$ cat src/rtl/core/spo2_ratio_estimator_core_defines.svh
// Assertion macros shared by the SpO2 ratio estimator RTL.
// Each macro expects clk and arst_n to be visible in the module that uses it.
`ifndef SPO2_RATIO_ESTIMATOR_CORE_DEFINES_SVH
`define SPO2_RATIO_ESTIMATOR_CORE_DEFINES_SVH

// The consequent must hold in the same cycle as the antecedent.
`define SPO2_ASSERT_SAME(lbl, ante, cons, msg) \
	lbl: assert property (@(posedge clk) disable iff (!arst_n) (ante) |-> (cons)) \
		else $error(msg);

// The consequent must hold in the cycle after the antecedent.
`define SPO2_ASSERT_NEXT(lbl, ante, cons, msg) \
	lbl: assert property (@(posedge clk) disable iff (!arst_n) (ante) |=> (cons)) \
		else $error(msg);

`endif

$ cat src/rtl/core/spo2_pkg.sv
// Package for the SpO2 ratio estimator: widths, fixed-point constants,
// register indexes and the configuration struct. No dependencies.
`default_nettype none
package spo2_pkg;

	localparam int SAMPLE_W = 18;
	localparam int DC_W = 34;
	localparam int ENERGY_W = 56;
	localparam int ROOT_W = 28;
	localparam int D4_W = 23;
	localparam int MUL_A_W = 35;
	localparam int MUL_B_W = 29;
	localparam int PROD_W = MUL_A_W + MUL_B_W;
	localparam int NUM_W = 62;
	localparam int RATIO_W = 16;
	localparam int SPO2_W = 16;
	localparam int RAW_W = 18;
	localparam int COEFF_W = 16;
	localparam int THR_W = 18;
	localparam int WLEN_W = 11;
	localparam int APB_ADDR_W = 4;
	localparam int APB_DATA_W = 32;

	localparam int DEF_SAMPLE_BITS = 18;
	localparam int DEF_MAX_WINDOW = 1024;

	localparam logic [COEFF_W-1:0] RST_DC_COEFF = 16'd62259;
	localparam logic [COEFF_W-1:0] RST_SMOOTH_COEFF = 16'd45875;
	localparam logic [THR_W-1:0] RST_FINGER_THR = 18'd30000;
	localparam logic [WLEN_W-1:0] RST_WINDOW_LEN = 11'd100;

	localparam logic signed [RAW_W-1:0] Q12_POINT_FOUR = 18'sd1638;
	localparam logic signed [MUL_B_W-1:0] Q12_SLOPE = 29'sd95437;
	localparam logic signed [RAW_W-1:0] Q8_HUNDRED = 18'sd25600;

	typedef enum logic [1:0] {
		REG_DC_COEFF,
		REG_SMOOTH_COEFF,
		REG_FINGER_THR,
		REG_WINDOW_LEN
	} reg_idx_t;

	typedef struct packed {
		logic [COEFF_W-1:0] dc_coeff;
		logic [COEFF_W-1:0] smooth_coeff;
		logic [THR_W-1:0] finger_threshold;
		logic [WLEN_W-1:0] window_len;
	} cfg_t;

endpackage
`default_nettype wire

$ cat src/rtl/core/spo2_regs.sv
// APB-style configuration register file of the SpO2 ratio estimator.
// Depends on spo2_pkg for register indexes, reset values and cfg_t.
`default_nettype none
module spo2_regs (
	input  logic                             clk,
	input  logic                             arst_n,
	input  logic                             psel,
	input  logic                             penable,
	input  logic                             pwrite,
	input  logic [spo2_pkg::APB_ADDR_W-1:0]  paddr,
	input  logic [spo2_pkg::APB_DATA_W-1:0]  pwdata,
	output logic [spo2_pkg::APB_DATA_W-1:0]  prdata,
	output logic                             pready,
	output spo2_pkg::cfg_t                   cfg
);
	import spo2_pkg::*;

	cfg_t cfg_q;
	reg_idx_t idx;
	logic wr_en;

	assign idx = reg_idx_t'(paddr[3:2]);
	assign wr_en = psel && penable && pwrite && pready;
	assign pready = 1'b1;
	assign cfg = cfg_q;

	always_ff @(posedge clk or negedge arst_n) begin
		if (!arst_n) begin
			cfg_q.dc_coeff <= RST_DC_COEFF;
			cfg_q.smooth_coeff <= RST_SMOOTH_COEFF;
			cfg_q.finger_threshold <= RST_FINGER_THR;
			cfg_q.window_len <= RST_WINDOW_LEN;
		end else if (wr_en) begin
			unique case (idx)
				REG_DC_COEFF: cfg_q.dc_coeff <= pwdata[COEFF_W-1:0];
				REG_SMOOTH_COEFF: cfg_q.smooth_coeff <= pwdata[COEFF_W-1:0];
				REG_FINGER_THR: cfg_q.finger_threshold <= pwdata[THR_W-1:0];
				REG_WINDOW_LEN: cfg_q.window_len <= pwdata[WLEN_W-1:0];
			endcase
		end
	end

	always_comb begin
		unique case (idx)
			REG_DC_COEFF: prdata = APB_DATA_W'(cfg_q.dc_coeff);
			REG_SMOOTH_COEFF: prdata = APB_DATA_W'(cfg_q.smooth_coeff);
			REG_FINGER_THR: prdata = APB_DATA_W'(cfg_q.finger_threshold);
			REG_WINDOW_LEN: prdata = APB_DATA_W'(cfg_q.window_len);
		endcase
	end

endmodule
`default_nettype wire

$ cat config.mk
export PLATFORM = sky130hd
export DESIGN_NAME = spo2_regs
export DESIGN_NICKNAME = d
export VERILOG_FILES = /design/src/rtl/core/spo2_ratio_estimator_core_defines.svh /design/src/rtl/core/spo2_pkg.sv /design/src/rtl/core/spo2_regs.sv
export SDC_FILE = /design/constraint.sdc
export NUM_CORES = 1
export LEC_CHECK = 0
export BUFFER_PORTS_ARGS = -buffer_cell sky130_fd_sc_hd__buf_4
export CORE_ASPECT_RATIO = 1.75
export CORE_MARGIN = 4
export CORE_UTILIZATION = 50
export CTS_BUF_LIST = sky130_fd_sc_hd__clkbuf_8 sky130_fd_sc_hd__clkbuf_16
export DETAILED_ROUTE_END_ITERATION = 10
export GPL_TIMING_DRIVEN = 1
export PLACE_DENSITY = 0.94
export SLEW_MARGIN = 30
export SYNTH_ARGS = -nofsm -noshare
export SYNTH_HDL_FRONTEND = slang
export SYNTH_SLANG_ARGS = --single-unit
$ cat constraint.sdc
create_clock -name clk -period 1.7 [get_ports clk]
set_input_delay 0.085 -clock clk [delete_from_list [all_inputs] [get_ports clk]]
set_output_delay 0.085 -clock clk [all_outputs]
set_load 0.03 [all_outputs]
-- Word-level counts from Yosys, hierarchy flattened
Cells that the tools add are included.
W data, S select, Z words.
- output and inout bits: 94
- word-level logic and storage cells: 15
- register bits after elaboration: 61
- eq/ne operators: 3
- reduce and logical (&&, ||, !) cells: 7
- multiplexer cells: 1
- operator list (cell ; number):
    $pmux W32 S4 ; 1
    $reduce_and A2 Y1 ; 4
    $eq A2 B2 Y1 const B ; 2
    $eq A2 B1 Y1 const B ; 1
    $logic_and A1 B1 Y1 ; 2
    $logic_not A2 Y1 ; 1

-- Longest topological paths before layout
- depth after elaboration: 3
- depth in mapped cells: 5
- mapped depth without buffers: 3

-- Worst setup path after synthesis
No wires, ideal clock.
- path type: register -> output
- start: register cfg_q, in the netlist cfg[59]
- end: output prdata[14] (netlist bit)
- cell stages (with the launch flop): 3
- slack: 220 ps
- arrival: 1395 ps
- cell sequence: dfstp_2 -> mux2i_1 -> o21ai_0
- longest elaborated chain between the ends: 1
- RTL lines (item ; line ; RTL):
    start, declared ; spo2_regs.sv:18 ; cfg_t cfg_q;
    $pmux W32 S4 ; spo2_regs.sv:44 ; unique case (idx)
    end, declared ; spo2_regs.sv:12 ; output logic [spo2_pkg::APB_DATA_W-1:0] prdata,
No other way between the ends. The select of a mux whose other input is x is not followed.

-- Worst setup path after layout
- start: register cfg_q, in the netlist cfg[7]
- end: output prdata[7] (netlist bit)
The elaborated chain is that of the path after synthesis.

==> results summary <==
The run finished with clean final reports. The share of total power dissipated in sequential elements is 37.5%. The library cell used most frequently in the layout, excluding fill and tap cells, is sky130_fd_sc_hd__buf_4. The final critical-path share of the clock period is approximately 90%.

For the final database, setup skew stands at 0 ps. The floorplan has 36 rows. In this run the critical register-to-register path is captured at cfg[7].

The total of endpoints with negative setup slack in the final report came out at 0. The pin count of the biggest net entering global routing came out at just over 60. Derived from the worst setup path, the maximum achievable clock frequency is 663.2 MHz. The clock power share is 21.5%.

The detailed placement HPWL came out at 5.172 mm. After layout, the minimum clock period comes to 1508 ps. The final weighted congestion of routability-driven global placement is around 0.74.

Of the total synthesized cell area, the portion taken by AND, OR, NAND and NOR gates is 2.818%. The worst hold-check slack is ~380 ps. The count of cell types in the netlist came out at 21. The TritonCTS clock tree is built. In this run, synthesis produced a sequential element count of 61. The effective utilization at floorplan came out at roughly half.

The mean routed wirelength per cell is 18.14 um. The met2 layer wire length in the routed design is 4.146 mm. The footprint of the flip-flops and latches came out at between 1500 and 2000 um^2. The area fraction of the dominant cell type after synthesis came out at 27.74%. The total power is 5.851 mW. The number of cells produced by synthesis is 184. The number of buffers on the longest clock path is 2. Summed over all instances, the cell type with the most area after synthesis is sky130_fd_sc_hd__dfrtp_1. The critical path goes through mux4_2 -> buf_4. Combinational logic is responsible for 41.0% of the overall power. Setup repair after global routing left no endpoint under its margin. The parity-gate share of the synthesized area counting xor and xnor cells came out at 0%. The flip-flop count of the largest register after layout is 61. At the worst endpoint, the required time is 1620 ps. The detailed-router iteration count before antenna repair is 4. The number of global-route vias before repair is 2,163. In the routed layout, each cell is associated on average with a via count of around 5.1. The count of cells along the worst register-to-register path is 1. For this design, the slowest cell found on the critical path is sky130_fd_sc_hd__mux4_2.

The worst stage delay on the critical path is 480 ps. The final core area utilization is 73.52%. Summing the areas of all fa, ha and maj instances in the mapped netlist gives 0% of the synthesized area. The uppermost metal layer occupied by signal nets is met4. The number of sinks driven by the clock tree came out at 61. The area of the die came out at slightly above 7000 um^2.

The final hold violation count came out at 0. The post-synthesis sequential area ratio is 54.14%. The routed wire length on met3 came out at 331 um. The critical path is of the flip-flop to output pin type. The number of instances resized during post-cts repair is 0. The clock-pin slew on the worst setup and hold paths came out at 80 ps. Ranked by total cell area, the synthesized netlist is headed by sky130_fd_sc_hd__dfrtp_1 28%, sky130_fd_sc_hd__dfstp_2 26%, sky130_fd_sc_hd__mux2_2 20%, sky130_fd_sc_hd__mux4_2 8.6%, sky130_fd_sc_hd__mux2_4 5.2%. The synthesized netlist devotes 0.8669% of its cell area to compound gates.

In the final timing run, aggregate negative setup slack is 0 ps. The number of placed I/O pins came out at roughly 140. The internal cell power is 3.621 mW. In this run, CTS created clock tree buffers numbering 9.

The total core area came out at 5585 um^2. The met1 wire length is 2.466 mm. The total of buffers placed on input and output ports is about 100.

The overall routed net length came out at between 7 and 8 mm. The worst-margin pin slew came out at 741.1 ps. The post-CTS repair timing setup buffer count is 0.

The total congestion overflow came out at 0. The path class of the tightest hold or removal check is input pin to asynchronous set/reset pin. The total global routing track utilization came out at 21.70%. The count of unresolved DRC violations after routing came out at 0.

The synthesis-to-finish area growth is 42.26%. Yosys printed 0 warnings. IR analysis of the VDD net gives a maximum drop of 0.9642 mV. The DRC marker count from the first detailed-route iteration came out at 68. The number of antenna violations at the first check in global routing is 0. The area of the multi-input gates is 1190 um^2. The routed via count is approximately 2,000. The flop-to-flop setup slack came out at a little under 900 ps. The wire length of the first global-routing pass is 11.28 mm. Clock latency on the worst-skew pair, taken at its later pin, is roughly 330 ps. The diode insertion count for antenna repair came out at 0.

The total count of max-transition violations in the final report came out at 0. The switching power summed over all nets is 2.231 mW. STA puts the critical path data arrival time at 1420 ps. The chip width is about 65 um.

The startpoint identified for the worst register-to-register timing path is cfg[7]. The relative max-transition margin came out at 50.59%. The count of H-tree levels built during CTS is 3.

The number of antenna-violating nets in the routed design came out at 0. The worst setup path is launched from a flip-flop. The worst setup path is captured at an output pin. The library cells used most frequently in the layout, excluding fill and tap cells, are 113 x sky130_fd_sc_hd__buf_4, 51 x sky130_fd_sc_hd__mux2_2, 32 x sky130_fd_sc_hd__dfrtp_1. The leakage power of the design is slightly below 2 nW. The mux share of post-synthesis cell area is between 30 and 40%. The largest family of logic cells by synthesized area is multiplexers.

The fill cell instance count of the final layout is roughly 360. The number of max-cap violations came out at 0. The root buffer cell chosen for the clock tree is sky130_fd_sc_hd__clkbuf_8. The fraction of power spent switching nets came out at 38.12%. The cell area after synthesis is 2887 um^2. Dividing total power by cell area gives a power density of 1425 nW/um^2. The final layout contains around 360 nets. Cells with a size suffix above 1 make up around 73% of the layout. The average cell area after synthesis is 15.69 um^2. In this run the worst path has a maximum fanout of 3. The die outline height is 108.5 um.
==> cell families (layout without fill, tap and decap cells) <==
group	Yosys count	count (layout)
multiplexers	77	77
AND/OR/NAND/NOR	14	14
AO/OA/AOI/OAI	5	5
other	2	15
buffers and inverters	25	149
flip-flops	61	61
==> cells in the mapped netlist (all sizes together) <==
library cell	instances
mux2	61
dfrtp	32
dfstp	29
buf	24
mux4	11
nand2	6
mux2i	5
o21ai	5
and2	2
conb	2
clkbuf	1
nand3	1
nor2	1
nor2b	1
nor3	1
nor3b	1
or3b	1
==> timing repair <==
| item | CTS | global route |
|---|---|---|
| endpoints found under the hold margin | 79 | 0 |
| hold buffers | 19 | 0 |
| endpoints found under the setup margin | 0 | 0 |
==> power by group through the flow <==
stage	Sequential, mW	Combinational (mW)	Clock (mW)
after floorplan	2.85	0.813	0
after detailed placement	2.22	2.37	0
after global placement	2.19	2.32	0
after CTS	2.19	2.41	1.30
final	2.20	2.40	1.26
after global routing	2.25	2.50	1.36
==> worst max path at each step <==
stage / slack, ps / cells after the start / to / start
3_3_place_gp: 360 / 4 / cfg[35] / paddr[2]
6_report: 190 / 2 / prdata[7] / cfg[7]
4_1_cts: 190 / 2 / prdata[7] / cfg[7]
2_1_floorplan: 220 / 2 / prdata[14] / cfg[59]
3_5_place_dp: 340 / 4 / cfg[35] / paddr[2]
5_1_grt: 140 / 2 / prdata[7] / cfg[7]
==> through the flow <==
stage                     area (um^2)  setup slack, ps  cells
after detailed placement         3716            338.3    362
after floorplan                  2935            220.3    197
after global routing             4106            144.7    397
after CTS                        4106            194.0    397
final                            4106            192.2    397
after global placement           3716            360.6    362
==> area by class of cell <==
class,count,area share [%]
Timing Repair Buffer,133,25.78
Clock inverter,7,1.859
Multi-Input combinational cell,111,28.98
Clock buffer,9,3.016
Tap cell,76,2.316
Sequential cell,61,38.06
==> critical path, delay by kind of cell, from the launching register on <==
family	cells	cell delay [ps]
flip-flops	1	420
multiplexers	1	480
buffers and inverters	1	180
==> layer usage <==
metal,global-route usage (%),vias up
met5,0,-
met2,39.38,85
met4,11.87,0
li1,-,897
met1,22.39,1009
met3,5.094,19
No activity file was read; power rests on OpenSTA's default activity.
