$ cat src/rtl/core/spo2_ratio_estimator_core_defines.svh
// Assertion macros shared by the SpO2 ratio estimator RTL.
// Each macro expects clk and arst_n to be visible in the module that uses it.
`ifndef SPO2_RATIO_ESTIMATOR_CORE_DEFINES_SVH
`define SPO2_RATIO_ESTIMATOR_CORE_DEFINES_SVH

// The consequent must hold in the same cycle as the antecedent.
`define SPO2_ASSERT_SAME(lbl, ante, cons, msg) \
	lbl: assert property (@(posedge clk) disable iff (!arst_n) (ante) |-> (cons)) \
		else $error(msg);

// The consequent must hold in the cycle after the antecedent.
`define SPO2_ASSERT_NEXT(lbl, ante, cons, msg) \
	lbl: assert property (@(posedge clk) disable iff (!arst_n) (ante) |=> (cons)) \
		else $error(msg);

`endif

$ cat src/rtl/core/spo2_pkg.sv
// Package for the SpO2 ratio estimator: widths, fixed-point constants,
// register indexes and the configuration struct. No dependencies.
`default_nettype none
package spo2_pkg;

	localparam int SAMPLE_W = 18;
	localparam int DC_W = 34;
	localparam int ENERGY_W = 56;
	localparam int ROOT_W = 28;
	localparam int D4_W = 23;
	localparam int MUL_A_W = 35;
	localparam int MUL_B_W = 29;
	localparam int PROD_W = MUL_A_W + MUL_B_W;
	localparam int NUM_W = 62;
	localparam int RATIO_W = 16;
	localparam int SPO2_W = 16;
	localparam int RAW_W = 18;
	localparam int COEFF_W = 16;
	localparam int THR_W = 18;
	localparam int WLEN_W = 11;
	localparam int APB_ADDR_W = 4;
	localparam int APB_DATA_W = 32;

	localparam int DEF_SAMPLE_BITS = 18;
	localparam int DEF_MAX_WINDOW = 1024;

	localparam logic [COEFF_W-1:0] RST_DC_COEFF = 16'd62259;
	localparam logic [COEFF_W-1:0] RST_SMOOTH_COEFF = 16'd45875;
	localparam logic [THR_W-1:0] RST_FINGER_THR = 18'd30000;
	localparam logic [WLEN_W-1:0] RST_WINDOW_LEN = 11'd100;

	localparam logic signed [RAW_W-1:0] Q12_POINT_FOUR = 18'sd1638;
	localparam logic signed [MUL_B_W-1:0] Q12_SLOPE = 29'sd95437;
	localparam logic signed [RAW_W-1:0] Q8_HUNDRED = 18'sd25600;

	typedef enum logic [1:0] {
		REG_DC_COEFF,
		REG_SMOOTH_COEFF,
		REG_FINGER_THR,
		REG_WINDOW_LEN
	} reg_idx_t;

	typedef struct packed {
		logic [COEFF_W-1:0] dc_coeff;
		logic [COEFF_W-1:0] smooth_coeff;
		logic [THR_W-1:0] finger_threshold;
		logic [WLEN_W-1:0] window_len;
	} cfg_t;

endpackage
`default_nettype wire

$ cat src/rtl/core/spo2_div.sv
// Restoring divider for the ratio of ratios: floor(num * 2^12 / den) in Q4.12,
// saturated when the quotient reaches 16. Depends on spo2_pkg.
`default_nettype none
module spo2_div (
	input  logic                         clk,
	input  logic                         arst_n,
	input  logic                         start,
	input  logic [spo2_pkg::NUM_W-1:0]   num,
	input  logic [spo2_pkg::NUM_W-1:0]   den,
	output logic                         done,
	output logic [spo2_pkg::RATIO_W-1:0] quo
);
	import spo2_pkg::*;

	localparam int FRAC = 12;
	localparam int REM_W = NUM_W + FRAC;
	localparam int DSH_W = NUM_W + RATIO_W - 1;
	localparam int STEP_W = $clog2(RATIO_W);

	logic [REM_W-1:0] rem_q;
	logic [DSH_W-1:0] dsh_q;
	logic [RATIO_W-1:0] quo_q;
	logic [STEP_W-1:0] step_q;
	logic busy_q;
	logic done_q;
	logic take;
	logic too_big;

	assign take = {{(DSH_W - REM_W){1'b0}}, rem_q} >= dsh_q;
	assign too_big = {4'b0, num} >= {den, 4'b0};
	assign done = done_q;
	assign quo = quo_q;

	always_ff @(posedge clk or negedge arst_n) begin
		if (!arst_n) begin
			busy_q <= 1'b0;
			done_q <= 1'b0;
			step_q <= '0;
		end else begin
			done_q <= 1'b0;
			if (start) begin
				step_q <= '0;
				if (too_big) begin
					quo_q <= '1;
					done_q <= 1'b1;
				end else begin
					rem_q <= {num, {FRAC{1'b0}}};
					dsh_q <= {den, {(RATIO_W - 1){1'b0}}};
					quo_q <= '0;
					busy_q <= 1'b1;
				end
			end else if (busy_q) begin
				if (take) begin
					rem_q <= rem_q - dsh_q[REM_W-1:0];
				end
				quo_q <= {quo_q[RATIO_W-2:0], take};
				dsh_q <= dsh_q >> 1;
				step_q <= step_q + STEP_W'(1);
				if (step_q == STEP_W'(RATIO_W - 1)) begin
					busy_q <= 1'b0;
					done_q <= 1'b1;
				end
			end
		end
	end

endmodule
`default_nettype wire
$ cat config.mk
export PLATFORM = sky130hd
export DESIGN_NAME = spo2_div
export DESIGN_NICKNAME = d
export VERILOG_FILES = /design/src/rtl/core/spo2_ratio_estimator_core_defines.svh /design/src/rtl/core/spo2_pkg.sv /design/src/rtl/core/spo2_div.sv
export SDC_FILE = /design/constraint.sdc
export NUM_CORES = 1
export LEC_CHECK = 0
export ABC_AREA = 1
export ABC_CLOCK_PERIOD_IN_PS = 15000
export BUFFER_PORTS_ARGS = -buffer_cell sky130_fd_sc_hd__clkbuf_2
export CORE_MARGIN = 1
export CORE_UTILIZATION = 60
export DETAILED_ROUTE_END_ITERATION = 7
export PLACE_DENSITY = 0.81
export SLEW_MARGIN = 10
export SYNTH_ARGS = -nofsm -noshare
export SYNTH_HDL_FRONTEND = slang
export SYNTH_SLANG_ARGS = --single-unit
$ cat constraint.sdc
create_clock -name clk -period 15 [get_ports clk]
set_input_delay 2.25 -clock clk [delete_from_list [all_inputs] [get_ports clk]]
set_output_delay 2.25 -clock clk [all_outputs]
set_load 0.03 [all_outputs]
After elaboration in Yosys (flattened, before gate mapping)
Cells that the tools add are included.
{ "classes": {"addsub": 2, "magnitude_cmp": 2, "eq_ne": 2, "muxes": 20, "reduce_logical": 5} }
{ "ops": {"columns": ["operator", "count"], "rows": [
  ["74-bit two-way mux", 4],
  ["77-bit two-way mux", 3],
  ["74-bit by 77-bit greater-or-equal comparator with 1-bit output", 1],
  ["74-bit subtractor", 1],
  ["62-bit by 66-bit greater-or-equal comparator with 1-bit output", 1],
  ["16-bit two-way mux", 3],
  ["1-bit two-way mux", 8],
  ["4-bit two-way mux", 2],
  ["4-bit by 1-bit adder with 4-bit output (second input constant)", 1],
  ["4-bit == test (second input constant)", 1],
  ["4-bit AND reduction", 1],
  ["2-bit nonzero test", 2],
  ["3-bit AND reduction", 1],
  ["2-bit != test (second input constant)", 1],
  ["2-bit AND reduction", 1]
]} }
{ "totals": {"ff_bits": 173, "inputBits": 127, "out_inout_bits": 17, "elab_cells": 37} }

Longest topological paths before layout
{ "depth": {"depth_word": 4, "depth_mapped": 18, "depth_no_buf": 18} }

Worst setup path after synthesis
No wires, ideal clock.
{ "synth_timing": {"path_type": "input to register", "start": "input port den[47] in the netlist's numbering", "end": "register rem_q[0] (enable)", "setup_ps": 507, "arrival_time_ps": 6511, "required_time_ps": 14493, "slack_ps": 7983, "path_stages": 15, "path_buffers": 0, "path_cell_list": "inv_1 -> ha_1 -> nand2_1 -> inv_1 -> o21bai_1 -> nand2_1 -> nand2_1 -> nand2_1 -> nand2_1 -> nand2_1 -> a21oi_1 -> nand3_1 -> nand2_2 -> nand2_1 -> nor2_1"} }
{ "synth_between": {"elab_chain_cells": 3} }
{ "synth_rtl": {"columns": ["item", "line_no", "source"], "rows": [
  ["start: declaration", "spo2_div.sv:9", "input logic [spo2_pkg::NUM_W-1:0] den,"],
  ["62-bit by 66-bit greater-or-equal comparator with 1-bit output", "spo2_div.sv:30", "assign too_big = {4'b0, num} >= {den, 4'b0};"],
  ["2-bit != test (no source line)", null, null],
  ["4-bit AND reduction (no source line)", null, null],
  ["end signal: assignment", "spo2_div.sv:47", "rem_q <= {num, {FRAC{1'b0}}};"],
  ["end signal: assignment", "spo2_div.sv:54", "rem_q <= rem_q - dsh_q[REM_W-1:0];"],
  ["end: declaration", "spo2_div.sv:20", "logic [REM_W-1:0] rem_q;"]
]} }
No other way between the ends.
A chain may end at the register's enable or synchronous reset.

Worst setup path after layout
{ "layout_timing": {"start": "input port den[13] in the netlist's numbering", "end": "register rem_q[0] (enable)"} }
Same word-level chain as after synthesis.

==> metrics.md <==
| Metric | Value |
|---|---|
| Cells after synthesis | 2281 |
| Hold Fails Final Rpt | 0 |
| Status | complete, no violations |
| Synth Net Count | 2542 |
| P_leak | 8.848 nW |
| Overall routed net length | about 46000 um |
| Seq/Total Area, Yosys | 0.3370 |
| Tcrit/Tclk final | 0.3520 |
| Count of input and output buffers | roughly 140 |
| Post-CTS Setup Inserts | 0 |
| PD cells | 95.83 nW/um^2 |
| Vias | 14.97k |
| Global Route Usage Sum | 0.3608 |
| I/O pin count | 144 |
| Core Area | 25110 sq um |
| Post-synth cell types | 37 |
| Place WS | 9.346 ns |
| Crit. End Element | register |
| Die H | ~160 um |
| Maximum vdd drop | 65.68 uV |
| CTS Sinks | 173 |
| Fraction of layout cells with a size suffix above 1 | 0.1314 |
| First-pass GRT wire length | 72840 um |
| Slew HR | 0.2748 |
| Yosys warns | 0 |
| Crit path kind | primary input to register |
| Final Util | 0.6766 |
| FF-to-FF path depth | 12 |
| Worst hold path type | register to register |
| Slew at the pin closest to its max-slew limit | 1.088 ns |
| Nets | ~2.7k |
| DRC Markers | 0 |
| Inserted Clock Buffers | 17 |
| EDFF count, synth | 167 |
| DR pass1 iterations | 7 |
| H-Tree Depth | 4 |
| CP Max Fanout | 74 |
| Area share of the largest cell type after synthesis | 0.3272 |
| # setup viols final | 0 |
| Routability congestion estimate | between 0.9 and 1 |
| ANT cells | 0 |
| Fillers | around 2.2k |
| Clock Latency Late Sink | 0.46 ns |
| Critical Path Start Type | primary input |
| Minimum clock period | 5.280 ns |
| Starting density of the core | 0.6104 |
| # rows | 58 |
| WL/cell | 16.77 um |
| Max Cap Viol | 0 |
| Worst Skew | roughly 0.027 ns |
| CP arrival | about 5.3 ns |
| Multi-input logic area | 8315 sq um |
| Vias in the first global route | 14.29k |
| Pins Over Slew Limit | 0 |
| CTS tree | done |
| Worst EP required | between 15 and 20 ns |
| Mapped cell area | 15330 sq um |
| Hpwl dp | approximately 37000 um |
| Setup WS post-layout | between 9 and 10 ns |
| Area grow syn2layout | 10.83% |
| Syn_area_per_cell | 6.720 sq um |
| Clock Pin Slew Worst Setup and Hold Paths | 0.07 ns |
| TNS Setup | 0 ns |
| Flip-flop and latch count after synthesis | 173 |
| Initial antenna violation count | 1 |
| FMAX | around 0.19 GHz |
| CTS Buffer Depth | 2 |
| Largest net degree at the start of global routing | 92 |
| RSZ-0062 raised after global routing | false |
| Ranking of synthesized cells by area | edfxtp_1 (33%), nand2_1 (19%), ha_1 (11%), inv_1 (11%), o21ai_0 (4.0%) |
| Detail Route Antenna Nets | 0 |
| CTS Hold Bufs | 0 |
| Post-synth top flop | edfxtp_1 |
| Seq. cell area | 5165 sq um |
| Overflow after GRT | 0 |
| Die ar. | 26190 sq um |
| Async S/R FF share, synth | 0.03468 |
| CTS root buf | clkbuf_16 |
| Die X-Extent | 161.8 um |
| Vias per Instance | 5.428 |
| Initial DRC count | 1607 |
| Leading area contributor after synthesis | edfxtp_1 |
| Worst Hold Depth | 2 |
| Post-CTS sizing | 0 |
stage by stage:
stage / power, mW / cell area [sq um] / std cells / hold WS, ns
2_1_floorplan: 0.9875 / 15330 / 2281 / 0.4891
3_3_place_gp: 1.139 / 16370 / 2725 / 0.5177
3_5_place_dp: 1.155 / 16370 / 2725 / 0.5338
4_1_cts: 1.619 / 16990 / 2757 / 0.5578
5_1_grt: 1.713 / 16990 / 2757 / 0.5781
6_report: 1.628 / 16990 / 2757 / 0.5553
cells by family (layout without fill, tap and decap cells):
group           after synthesis  after routing  share of synthesized area
simple gates               1198           1198                     0.3322
fa+ha+maj                   134            134                     0.1099
xor+xnor                     19             19                    0.01086
buf+inv                     492            638                     0.1210
flops                       173            173                     0.3370
compound gates              265            265                    0.08906
metal layers:
layer | global-route usage | vias to the layer above | share of wire
li1 | - | 7443 | -
met1 | 0.4886 | 6789 | 0.44
met2 | 0.5739 | 629 | 0.44
met3 | 0.06665 | 103 | 0.081
met4 | 0.1346 | 2 | 0.035
met5 | 0 | - | 0.00028
power breakdown:
| part | switching, mW | total (mW) | internal, mW |
|---|---|---|---|
| combinational | 0.387 | 0.567 | 0.180 |
| clock | 0.240 | 0.467 | 0.228 |
| sequential | 0.0124 | 0.593 | 0.581 |
| total | 0.639 | 1.63 | 0.989 |
cell usage after synthesis (4+ instances only):
| cell type | n |
|---|---|
| a21oi_1 | 117 |
| clkbuf_1 | 27 |
| dfrtp_1 | 6 |
| edfxtp_1 | 167 |
| ha_1 | 133 |
| inv_1 | 430 |
| inv_2 | 26 |
| nand2_1 | 778 |
| nand2_2 | 49 |
| nand2_4 | 4 |
| nand3_1 | 107 |
| nand3_2 | 9 |
| nand3b_1 | 4 |
| nand4_1 | 11 |
| nor2_1 | 149 |
| nor2_2 | 38 |
| nor3_1 | 16 |
| nor4_1 | 15 |
| o21a_1 | 4 |
| o21ai_0 | 123 |
| o21ai_1 | 10 |
| o21bai_1 | 7 |
| or2_1 | 4 |
| or2_2 | 7 |
| xnor2_1 | 19 |
flip-flops by register name (all words and copies together) (netlist names):
register  flops
rem_q        74
done          1
busy_q        1
quo          16
step_q        4
dsh_q        77
worst max-delay path, stage by stage:
cell	delay, ns
clkbuf_2	0.09
inv_1	0.04
ha_1	0.28
nand2_1	0.09
inv_1	0.11
nand3_1	0.12
a21oi_1	0.06
nor2_1	0.10
nand2_1	0.14
nand2_1	0.11
nand2_1	0.16
nand2_1	0.13
nand3_1	0.18
nand2_2	0.32
nand2_1	0.18
nor2_4	0.11
buf_4	0.80
cell type report:
cell class / instances / area share
multi-input cells: 1616 / 0.4895
well taps: 330 / 0.02431
inverters: 458 / 0.1012
clock buffers: 17 / 0.02504
repair buffers: 148 / 0.04471
clock inverters: 15 / 0.01120
flip-flops and latches: 173 / 0.3040
layout by cell type (no fill, tap or decap), types with 6 or more instances in the layout:
cell type	instances
nand3_1	107
nand4_1	11
nand2_1	778
clkbuf_16	17
nor3_1	16
dfrtp_1	6
inv_2	27
nor2_2	38
a21oi_1	117
nand3_2	9
o21bai_1	7
clkinv_8	6
nor4_1	15
edfxtp_1	167
or2_2	7
o21ai_1	10
nor2_1	148
nand2_2	49
xnor2_1	19
clkbuf_2	142
o21ai_0	123
ha_1	133
inv_1	429
final timing paths:
path                            from         to  slack [ns]
min                        dsh_q[76]  dsh_q[75]        0.56
max                          den[13]   rem_q[0]        9.72
max in group asynchronous     arst_n       done       13.17
min reg2reg                dsh_q[76]  dsh_q[75]        0.56
max reg2reg                rem_q[67]   rem_q[0]       11.19
min in group asynchronous     arst_n  step_q[1]        1.63
(Power assumes the default switching activity.)
