`config.mk`:
```
export PLATFORM = sky130hd
export DESIGN_NAME = spo2_sqrt
export DESIGN_NICKNAME = d
export VERILOG_FILES = /design/src/rtl/core/spo2_ratio_estimator_core_defines.svh /design/src/rtl/core/spo2_pkg.sv /design/src/rtl/core/spo2_sqrt.sv
export SDC_FILE = /design/constraint.sdc
export NUM_CORES = 1
export LEC_CHECK = 0
export ABC_CLOCK_PERIOD_IN_PS = 8950
export CORE_MARGIN = 2
export CORE_UTILIZATION = 55
export DETAILED_ROUTE_END_ITERATION = 8
export DONT_BUFFER_PORTS = 1
export PLACE_DENSITY_LB_ADDON = 0.12
export SETUP_SLACK_MARGIN = 0.5
export SYNTH_ARGS = -nofsm -noshare
export SYNTH_HDL_FRONTEND = slang
export SYNTH_SLANG_ARGS = --single-unit
```
`constraint.sdc`:
```
create_clock -name clk -period 8.95 [get_ports clk]
set_input_delay 1.3425 -clock clk [delete_from_list [all_inputs] [get_ports clk]]
set_output_delay 1.3425 -clock clk [all_outputs]
set_load 0.05 [all_outputs]
```
`src/rtl/core/spo2_ratio_estimator_core_defines.svh`:
```
// Assertion macros shared by the SpO2 ratio estimator RTL.
// Each macro expects clk and arst_n to be visible in the module that uses it.
`ifndef SPO2_RATIO_ESTIMATOR_CORE_DEFINES_SVH
`define SPO2_RATIO_ESTIMATOR_CORE_DEFINES_SVH

// The consequent must hold in the same cycle as the antecedent.
`define SPO2_ASSERT_SAME(lbl, ante, cons, msg) \
	lbl: assert property (@(posedge clk) disable iff (!arst_n) (ante) |-> (cons)) \
		else $error(msg);

// The consequent must hold in the cycle after the antecedent.
`define SPO2_ASSERT_NEXT(lbl, ante, cons, msg) \
	lbl: assert property (@(posedge clk) disable iff (!arst_n) (ante) |=> (cons)) \
		else $error(msg);

`endif

```
`src/rtl/core/spo2_pkg.sv`:
```
// Package for the SpO2 ratio estimator: widths, fixed-point constants,
// register indexes and the configuration struct. No dependencies.
`default_nettype none
package spo2_pkg;

	localparam int SAMPLE_W = 18;
	localparam int DC_W = 34;
	localparam int ENERGY_W = 56;
	localparam int ROOT_W = 28;
	localparam int D4_W = 23;
	localparam int MUL_A_W = 35;
	localparam int MUL_B_W = 29;
	localparam int PROD_W = MUL_A_W + MUL_B_W;
	localparam int NUM_W = 62;
	localparam int RATIO_W = 16;
	localparam int SPO2_W = 16;
	localparam int RAW_W = 18;
	localparam int COEFF_W = 16;
	localparam int THR_W = 18;
	localparam int WLEN_W = 11;
	localparam int APB_ADDR_W = 4;
	localparam int APB_DATA_W = 32;

	localparam int DEF_SAMPLE_BITS = 18;
	localparam int DEF_MAX_WINDOW = 1024;

	localparam logic [COEFF_W-1:0] RST_DC_COEFF = 16'd62259;
	localparam logic [COEFF_W-1:0] RST_SMOOTH_COEFF = 16'd45875;
	localparam logic [THR_W-1:0] RST_FINGER_THR = 18'd30000;
	localparam logic [WLEN_W-1:0] RST_WINDOW_LEN = 11'd100;

	localparam logic signed [RAW_W-1:0] Q12_POINT_FOUR = 18'sd1638;
	localparam logic signed [MUL_B_W-1:0] Q12_SLOPE = 29'sd95437;
	localparam logic signed [RAW_W-1:0] Q8_HUNDRED = 18'sd25600;

	typedef enum logic [1:0] {
		REG_DC_COEFF,
		REG_SMOOTH_COEFF,
		REG_FINGER_THR,
		REG_WINDOW_LEN
	} reg_idx_t;

	typedef struct packed {
		logic [COEFF_W-1:0] dc_coeff;
		logic [COEFF_W-1:0] smooth_coeff;
		logic [THR_W-1:0] finger_threshold;
		logic [WLEN_W-1:0] window_len;
	} cfg_t;

endpackage
`default_nettype wire

```
`src/rtl/core/spo2_sqrt.sv`:
```
// Bit-serial integer square root (floor), one result bit per cycle.
// Depends on spo2_pkg for the energy and root widths.
`default_nettype none
module spo2_sqrt (
	input  logic                          clk,
	input  logic                          arst_n,
	input  logic                          start,
	input  logic [spo2_pkg::ENERGY_W-1:0] radicand,
	output logic                          done,
	output logic [spo2_pkg::ROOT_W-1:0]   root
);
	import spo2_pkg::*;

	localparam int STEP_W = $clog2(ROOT_W);

	logic [ENERGY_W-1:0] n_q;
	logic [ENERGY_W-1:0] res_q;
	logic [ENERGY_W-1:0] bit_q;
	logic [STEP_W-1:0] step_q;
	logic busy_q;
	logic done_q;
	logic [ENERGY_W:0] trial;
	logic take;

	assign trial = {1'b0, res_q} + {1'b0, bit_q};
	assign take = {1'b0, n_q} >= trial;
	assign done = done_q;
	assign root = res_q[ROOT_W-1:0];

	always_ff @(posedge clk or negedge arst_n) begin
		if (!arst_n) begin
			busy_q <= 1'b0;
			done_q <= 1'b0;
			step_q <= '0;
		end else begin
			done_q <= 1'b0;
			if (start) begin
				n_q <= radicand;
				res_q <= '0;
				bit_q <= ENERGY_W'(1) << (ENERGY_W - 2);
				step_q <= '0;
				busy_q <= 1'b1;
			end else if (busy_q) begin
				if (take) begin
					n_q <= n_q - trial[ENERGY_W-1:0];
					res_q <= (res_q >> 1) + bit_q;
				end else begin
					res_q <= res_q >> 1;
				end
				bit_q <= bit_q >> 2;
				step_q <= step_q + STEP_W'(1);
				if (step_q == STEP_W'(ROOT_W - 1)) begin
					busy_q <= 1'b0;
					done_q <= 1'b1;
				end
			end
		end
	end

endmodule
`default_nettype wire

```
Word level (Yosys, flattened, before mapping)
Index checks and enable logic that the tools add are counted.

Bits of input ports: 59. Bits in registers: 175. Output and inout port bits: 29.

Reductions and logical operators: 3. Multiplexer cells: 14. Add/sub/neg operators: 4. Equal/unequal tests: 1. Order comparisons: 1.

Operators with widths (count): $mux W56 (6); $add A56 B56 Y57 (1); $ge A56 B57 Y1 (1); $add A55 B56 Y56 (1); $sub A56 B56 Y56 (1); $mux W5 (2); $mux W1 (6); $add A5 B1 Y5 const B (1); $eq A5 B5 Y1 const B (1); $reduce_bool A2 Y1 (2); $reduce_and A3 Y1 (1).

Longest topological paths before layout
Gate-level depths: netlist (run 1).

Depth after elaboration: 5. Gate-level depth with buffers: 29. Mapped depth without buffers: 26.

Worst setup path after synthesis (run 1)
Ideal clock, no wire load.

Path kind: reg-to-reg. Start point: register res_q[8]. End point: register n_q[0], enable pin. Data arrival time: 6.320 ns. Cell stages (with the launch flop): 25. Buffers on the path: 2. Setup time: 0.418 ns. Path slack: 2.212 ns. Required time: 8.532 ns. Cell sequence: edfxtp_1 -> ha_1 -> and3_1 -> nand3_1 -> o21ai_1 -> o22ai_2 -> o31ai_1 -> a211o_1 -> a41oi_2 -> nor4_1 -> o211a_1 -> a21oi_1 -> xor2_1 -> ha_1 -> nand2_1 -> or3_1 -> nor4_1 -> a21oi_1 -> o211ai_1 -> a22oi_1 -> a41o_1 -> buf_4 -> buf_4 -> nor2_1 -> o21a_1.

Word-level cells in the longest chain between the ends: 4.

Ends and longest elaborated chain: from (decl) (RTL line spo2_sqrt.sv:17) `logic [ENERGY_W-1:0] res_q;`; from (signal assigned) (RTL line spo2_sqrt.sv:46) `res_q <= (res_q >> 1) + bit_q;`; from (signal assigned) (RTL line spo2_sqrt.sv:48) `res_q <= res_q >> 1;`; $add A56 B56 Y57 (RTL line spo2_sqrt.sv:25) `assign trial = {1'b0, res_q} + {1'b0, bit_q};`; $ge A56 B57 Y1 (RTL line spo2_sqrt.sv:26) `assign take = {1'b0, n_q} >= trial;`; $reduce_bool A2 Y1 (no source line); $reduce_and A3 Y1 (no source line); to (signal assigned) (RTL line spo2_sqrt.sv:38) `n_q <= radicand;`; to (signal assigned) (RTL line spo2_sqrt.sv:45) `n_q <= n_q - trial[ENERGY_W-1:0];`; to (decl) (RTL line spo2_sqrt.sv:16) `logic [ENERGY_W-1:0] n_q;`.

No other way between the ends. A chain may end at the register's enable or synchronous reset.

Worst setup path in the final report (run 1)
Start point: register res_q[8]. End point: register n_q[33], enable pin.

Same word-level chain as after synthesis.

==> results.sh, run 1 <==
export IMPL_status="complete, no violations"
export IMPL_reg2reg_from="res_q[8]"
export IMPL_ys_flop_type="edfxtp_1"
export IMPL_worstSetupEndpointType="flop"
export IMPL_ir_worst_vdd_v=0.000329
export IMPL_drt_iter0_drc=1132
export IMPL_drive_above_1_share_pct=3.70
export IMPL_drt_total_wl_mm=48.7
export IMPL_min_to="step_q[4]"
export IMPL_die_x_um=183
export IMPL_clock_latency_ns=0.46
export IMPL_critPathMaxFanout=34
export IMPL_arrival_ns=7.55
export IMPL_cts_buffers=17
export IMPL_cap_violations=0
export IMPL_start_kind="flop"
export IMPL_start_util_pct=56.0
export IMPL_power_per_cell_area_nw_per_um2=466
export IMPL_r2r_end="n_q[33]"
export IMPL_min_from="step_q[4]"
export IMPL_worst_path_max_delay_cell="edfxtp_1"
export IMPL_synth_edf_count=168
export IMPL_synth_seq_cells=175
export IMPL_fin_ws_ns=1.51
export IMPL_fp_dieH_um=183
export IMPL_antenna_found_initial=0
export IMPL_fin_nets=2190
export IMPL_fin_setup_tns_ns=0
export IMPL_globalplace_congestion=0.945
export IMPL_syn_avg_cell_area_um2=8.53
export IMPL_hold_viol_final=0
export IMPL_drcViolationCount=0
export IMPL_die_area_um2=33600
export IMPL_grt_usage_pct=29.0
export IMPL_yosysWarnings=0
export IMPL_postCtsSetupBuffers=0
export IMPL_wl_per_cell_um=20.5
export IMPL_cp_slowest_stage_delay_ns=0.66
export IMPL_htree_levels=4
export IMPL_rows=65
export IMPL_grt_overflow=0
export IMPL_seqCellArea_um2=5220
export IMPL_pre_cts_ws_ns=1.53
export IMPL_firstDrtPassIters=7
export IMPL_grt_start_max_net_pins=230
export IMPL_leakage_uw=0.00791
export IMPL_vias_per_cell=6.41
export IMPL_grt_pass1_wl_mm=77.4
export IMPL_fin_skew_ns=0.00781
export IMPL_ctsHoldBuffers=0
export IMPL_cp_depth=23
export IMPL_path_buf_inv=1
export IMPL_hp_class="reg -> reg"
export IMPL_maxSlewViolCount=0
export IMPL_worstPathCellList="ha_1 -> and3_1 -> nand3_1 -> o21ai_1 -> o22ai_2 -> o31ai_1 -> a211o_1 -> a41oi_2 -> nor4_1 -> o211a_1 -> a21oi_1 -> xor2_1 -> ha_1 -> nand2_1 -> or3_1 -> nor4_1 -> a21oi_1 -> o211ai_1 -> a22oi_1 -> a41o_2 -> nor2_1 -> o21a_2 -> buf_4"
export IMPL_max_freq_mhz=134
export IMPL_multi_input_area_um2=11600
export IMPL_diodes=0
export IMPL_grt_setup_unrepaired="no"
export IMPL_num_fill_cells=2923
export IMPL_finalSetupViolCount=0
export IMPL_holdPathStages=2
export IMPL_synth_nets=2301
export IMPL_via_count=15200
export IMPL_critPathRequiredTime_ns=9.06
export IMPL_worstSetupPathType="reg -> reg"
export IMPL_finalCriticalPeriod_ns=7.44
export IMPL_syn_inst=2071
export IMPL_reg2reg_slack_ns=1.51
export IMPL_reg2reg_depth=23
export IMPL_cts_root_buffer="clkbuf_16"
export IMPL_synth_area_um2=17700
export IMPL_ctsResizeCount=0
export IMPL_grt_pass1_vias=14500
export IMPL_pin_count=88
export IMPL_place_detailed_hpwl_mm=36.2
export IMPL_max_slew_margin_pct=16.7
export IMPL_ys_types=84
export IMPL_clk_pin_slew_ns=0.08
export IMPL_drtAntennaViolNets=0
export IMPL_port_buffers=0
export IMPL_cp_top_family="compound AO/OA/AOI/OAI gates"
export IMPL_asyncSetResetFlopFracSynth_pct=4.00
export IMPL_clock_path_buffers=2
export IMPL_core_area_um2=31600
export IMPL_ys_seq_area_share_pct=29.6
export IMPL_worst_slew_pin_slew_ns=1.25
export IMPL_period_share_pct=83.2
export IMPL_cts_tree="done"
export IMPL_area_delta_synth_final_pct=2.90
export IMPL_cts_sinks=175
==> stage by stage <==
stage	utilization, %	instance area (um^2)	hold WS, ns	instances	total power (uW)
2_1_floorplan	-	17700	0.505	2071	6350
3_3_place_gp	55.6	17600	0.533	2343	7510
3_5_place_dp	55.6	17600	0.536	2343	7550
4_1_cts	57.6	18200	0.556	2375	8420
5_1_grt	57.6	18200	0.561	2375	9150
6_report	57.6	18200	0.552	2375	8470
==> tightest hold or removal path, delay by kind of cell (launching register included) <==
kind	cells	cell delay, ns
AND/OR/NAND/NOR	1	0.08
flip-flops	1	0.37
XOR/XNOR	1	0.07
==> cell usage in the layout (no fill, tap or decap), drive strengths merged, types with 32 or more instances in the layout <==
cell type,instances
nand3,32
inv,46
xor2,70
xnor2,81
o21ai,163
nand4,37
and3,35
a21oi,201
mux2i,73
ha,168
nand2,196
a211oi,53
nor2,209
edfxtp,168
a21o,97
==> flip-flops by register name, summed over array words and instances, names as in the netlist <==
name	count
bit_q	56
busy_q	1
done	1
n_q	56
res_q	56
step_q	5
==> worst max path at each step <==
stage             start       to  slack (ns)
2_1_floorplan  res_q[8]   n_q[0]        2.21
3_3_place_gp   res_q[8]   n_q[3]        1.60
3_5_place_dp   res_q[8]  n_q[13]        1.53
4_1_cts        res_q[8]   n_q[6]        1.52
5_1_grt        res_q[8]   n_q[3]        0.93
6_report       res_q[8]  n_q[33]        1.51
==> cell families (layout without fill, tap and decap cells) <==
group,after synthesis,after routing,share of synthesized area (%)
adders and majority gates,171,171,12.2
buffers and inverters,173,75,4.55
AOI/OAI and AO/OA,689,689,24.9
muxes,76,76,4.33
and+or+nand+nor,636,636,17.0
DFF,175,175,29.6
xor gates and xnor gates,151,151,7.49
==> cell usage after synthesis, types with 12 or more instances <==
master      n  area share [%]
a211oi_1   53             2.3
o21a_1     25             1.1
inv_1      37            0.79
nand2b_1   22            0.78
nand4_1    37             1.3
buf_4      32             1.4
o211ai_1   12            0.51
xor2_1     70             3.5
and2_1     13            0.46
ha_1      168              12
o21ai_0   149             4.2
a21oi_1   201             5.7
mux2i_1    73             4.1
nor2b_1    19            0.67
edfxtp_1  168              29
a31oi_1    21            0.74
nand3_1    29            0.82
nor2_1    209             4.4
a21o_1     97             4.1
clkbuf_1   86             1.8
nor3_1     26            0.74
o21ai_1    14            0.40
nand2_1   196             4.2
o21bai_1   25             1.1
and3_1     32             1.1
xnor2_1    81             4.0
==> layer usage <==
layer	track usage [%]	vias up	wire length (um)
li1	-	7454	-
met1	36.3	7270	21000
met2	51.8	409	24300
met3	4.15	83	2170
met4	8.99	0	1260
met5	0	-	0
==> area by class of cell <==
type,instances,area share (%)
clock buffers,17,2.34
repair buffers,5,0.207
inverters,38,0.785
well taps,402,2.77
multi-input cells,1723,64.1
clock inverters,15,1.09
flip-flops and latches,175,28.7
==> power breakdown <==
part	leakage, uW	switching (uW)	internal [uW]	total [uW]
registers	0.00177	433	1330	1760
logic	0.00584	3520	2360	5880
clock network	0.000297	378	450	829
total	0.00791	4330	4140	8470
Note: power is estimated with default switching activity, not from simulation.
==> run 2: changes to the inputs <==
--- a/config.mk
+++ b/config.mk
@@ -5,7 +5,8 @@
 export SDC_FILE = /design/constraint.sdc
 export NUM_CORES = 1
 export LEC_CHECK = 0
-export ABC_CLOCK_PERIOD_IN_PS = 8950
+export ABC_AREA = 1
+export ABC_CLOCK_PERIOD_IN_PS = 6800
 export CORE_MARGIN = 2
 export CORE_UTILIZATION = 55
 export DETAILED_ROUTE_END_ITERATION = 8
==> constraint.sdc (replaced) <==
create_clock -name clk -period 6.8 [get_ports clk]
set_input_delay 1.02 -clock clk [delete_from_list [all_inputs] [get_ports clk]]
set_output_delay 1.02 -clock clk [all_outputs]
set_load 0.05 [all_outputs]
==> results.sh, run 2 <==
export IMPL_clk_pin_slew_ns=0.08
export IMPL_firstDrtPassIters=6
export IMPL_reg2reg_from="res_q[0]"
export IMPL_syn_avg_cell_area_um2=6.42
export IMPL_drcViolationCount=0
export IMPL_antenna_found_initial=0
export IMPL_fin_nets=3349
export IMPL_start_kind="flop"
export IMPL_synth_seq_cells=175
export IMPL_place_detailed_hpwl_mm=59.1
export IMPL_clock_latency_ns=0.46
export IMPL_core_area_um2=36500
export IMPL_yosysWarnings=0
export IMPL_ys_types=44
export IMPL_synthTopCellsByCount="nand2_1 (812), inv_1 (486), nor2_1 (354)"
export IMPL_final_cell_mix="nand2_1 (811), inv_1 (486), nor2_1 (352)"
export IMPL_cp_startpoint="res_q[0]"
export IMPL_power_per_cell_area_nw_per_um2=491
export IMPL_ir_worst_vdd_v=0.000362
export IMPL_r2r_end="res_q[37]"
export IMPL_cts_sinks=175
export IMPL_critPathRequiredTime_ns=7.01
export IMPL_finalCriticalPeriod_ns=5.90
export IMPL_finalSetupViolCount=0
export IMPL_period_share_pct=86.7
export IMPL_grt_overflow=0
export IMPL_final_common_cell="nand2_1"
export IMPL_synth_most_common_cell="nand2_1"
export IMPL_via_count=21500
export IMPL_grt_pass1_wl_mm=113
export IMPL_worstSetupEndpointType="flop"
export IMPL_finalCoreUtilization_pct=58.0
export IMPL_area_delta_synth_final_pct=4.18
export IMPL_synth_top_cells_by_area="edfxtp_1 (25%), nand2_1 (15%), ha_1 (10%)"
export IMPL_cap_violations=0
export IMPL_max_slew_margin_pct=33.9
export IMPL_hp_class="in -> async"
export IMPL_die_x_um=196
export IMPL_critPathMaxFanout=55
export IMPL_syn_inst=3171
export IMPL_fin_skew_ns=0.0127
export IMPL_drive_above_1_share_pct=2.78
export IMPL_hold_viol_final=0
export IMPL_drt_total_wl_mm=72.9
export IMPL_synth_nets=3401
export IMPL_cts_tree="done"
export IMPL_cts_root_buffer="clkbuf_16"
export IMPL_arrival_ns=6.11
export IMPL_grt_pass1_vias=21000
export IMPL_asyncSetResetFlopFracSynth_pct=4.00
export IMPL_worst_slew_pin_slew_ns=0.981
export IMPL_drt_iter0_drc=2262
export IMPL_grt_setup_unrepaired="no"
export IMPL_vias_per_cell=5.98
export IMPL_diodes=0
export IMPL_leakage_uw=0.00991
export IMPL_fp_dieH_um=196
export IMPL_synth_edf_count=168
export IMPL_reg2reg_slack_ns=0.90
export IMPL_wl_per_cell_um=20.3
export IMPL_start_util_pct=55.7
export IMPL_status="complete, no violations"
export IMPL_synth_top_cell_area_share_pct=24.8
export IMPL_ys_flop_type="edfxtp_1"
export IMPL_cts_buffers=17
export IMPL_reg2reg_depth=25
export IMPL_grt_usage_pct=37.8
export IMPL_globalplace_congestion=1.05
export IMPL_htree_levels=4
export IMPL_clock_path_buffers=2
export IMPL_postCtsSetupBuffers=0
export IMPL_synth_area_um2=20300
export IMPL_die_area_um2=38500
export IMPL_fin_setup_tns_ns=0
export IMPL_yosys_area_top_type="edfxtp_1"
export IMPL_grt_start_max_net_pins=121
export IMPL_port_buffers=0
export IMPL_pin_count=88
export IMPL_drtAntennaViolNets=0
export IMPL_max_freq_mhz=170
export IMPL_reg_top3="bit_q x56, n_q x56, res_q x56"
export IMPL_rows=70
export IMPL_maxSlewViolCount=0
export IMPL_worstSetupPathType="reg -> reg"
export IMPL_ys_seq_area_share_pct=25.7
==> run 2: cell types whose count changed after synthesis, sizes merged, moves of 28 or more <==
cell | previous run | this run
a211oi | 53 | 3
a21o | 97 | 29
a21oi | 201 | 239
and3 | 35 | 7
clkbuf | 87 | 31
inv | 38 | 492
mux2i | 73 | 0
nand2 | 196 | 815
nand3 | 32 | 267
nor2 | 209 | 361
o22ai | 5 | 53
xnor2 | 81 | 49
==> run 2: layer usage <==
metal	GRT usage, %	vias up	share of wire, %
li1	-	10400	-
met1	48.6	9934	41
met2	63.2	1031	46
met3	4.59	195	7.8
met4	18.7	0	5.4
met5	0	-	0
==> run 2: kinds of logic (layout without fill, tap and decap cells) <==
| family | after synthesis | in the layout | synth area share, % |
|---|---|---|---|
| AND/OR/NAND/NOR | 1570 | 1570 | 32.2 |
| adder cells (fa/ha/maj) | 171 | 171 | 10.6 |
| flip-flops | 175 | 175 | 25.7 |
| AO/OA/AOI/OAI | 585 | 585 | 16.0 |
| buffers and inverters | 574 | 535 | 11.4 |
| XOR/XNOR | 96 | 96 | 4.13 |
==> run 2: worst max path at each step <==
stage / slack, ns / cells past startpoint / endpoint
2_1_floorplan: 1.08 / 28 / n_q[0]
3_3_place_gp: 1.11 / 26 / res_q[6]
3_5_place_dp: 0.86 / 26 / res_q[40]
4_1_cts: 0.86 / 26 / res_q[37]
5_1_grt: 0.61 / 25 / res_q[3]
6_report: 0.90 / 25 / res_q[37]
==> run 2: power by group <==
group / leakage, uW / switching [uW] / internal, uW
clock network: 0.000296 / 507 / 558
registers: 0.00177 / 440 / 1590
logic: 0.00785 / 4980 / 2330
total: 0.00991 / 5920 / 4480
==> run 2: critical path, cell delays in order, from the launching register on <==
cell	delay, ns
edfxtp_1	0.70
ha_1	0.30
inv_1	0.07
fa_1	0.38
inv_1	0.13
nand2_1	0.09
nand2_1	0.08
nand3_1	0.06
nand2_1	0.12
nand2_1	0.07
nand3_1	0.16
a21oi_1	0.16
o21ai_0	0.51
xor2_1	0.17
ha_1	0.40
inv_1	0.10
o21ai_0	0.11
a21oi_1	0.18
o21ai_0	0.21
a21oi_1	0.23
nand3_1	0.23
nand3_2	0.16
buf_4	0.55
nand3_1	0.20
nand3_1	0.16
nand2_1	0.06
==> run 2: metrics by stage <==
step | total power [uW] | setup WS (ns) | cells | instance area [um^2] | hold WS, ns
after global routing | 11300 | 0.613 | 3600 | 21200 | 0.270
after global placement | 9020 | 1.11 | 3568 | 20600 | 0.512
after detailed placement | 9120 | 0.859 | 3568 | 20600 | 0.525
after CTS | 10200 | 0.862 | 3600 | 21200 | 0.264
final | 10400 | 0.901 | 3600 | 21200 | 0.300
after floorplan | 7130 | 1.08 | 3171 | 20400 | 0.489
==> run 2: layout make-up <==
type                            instances  area (um^2)
Clock buffer                           18          429
Clock inverter                         14          178
Fill cell                            3630        15300
Inverter                              492         1850
Multi-Input combinational cell       2422        12800
Sequential cell                       175         5220
Tap cell                              468          586
Timing Repair Buffer                   11         98.8
==> run 2: repair_timing <==
action,in CTS,in global routing
resized for setup,0,1
hold buffers,0,0
endpoints found under the setup margin,0,16
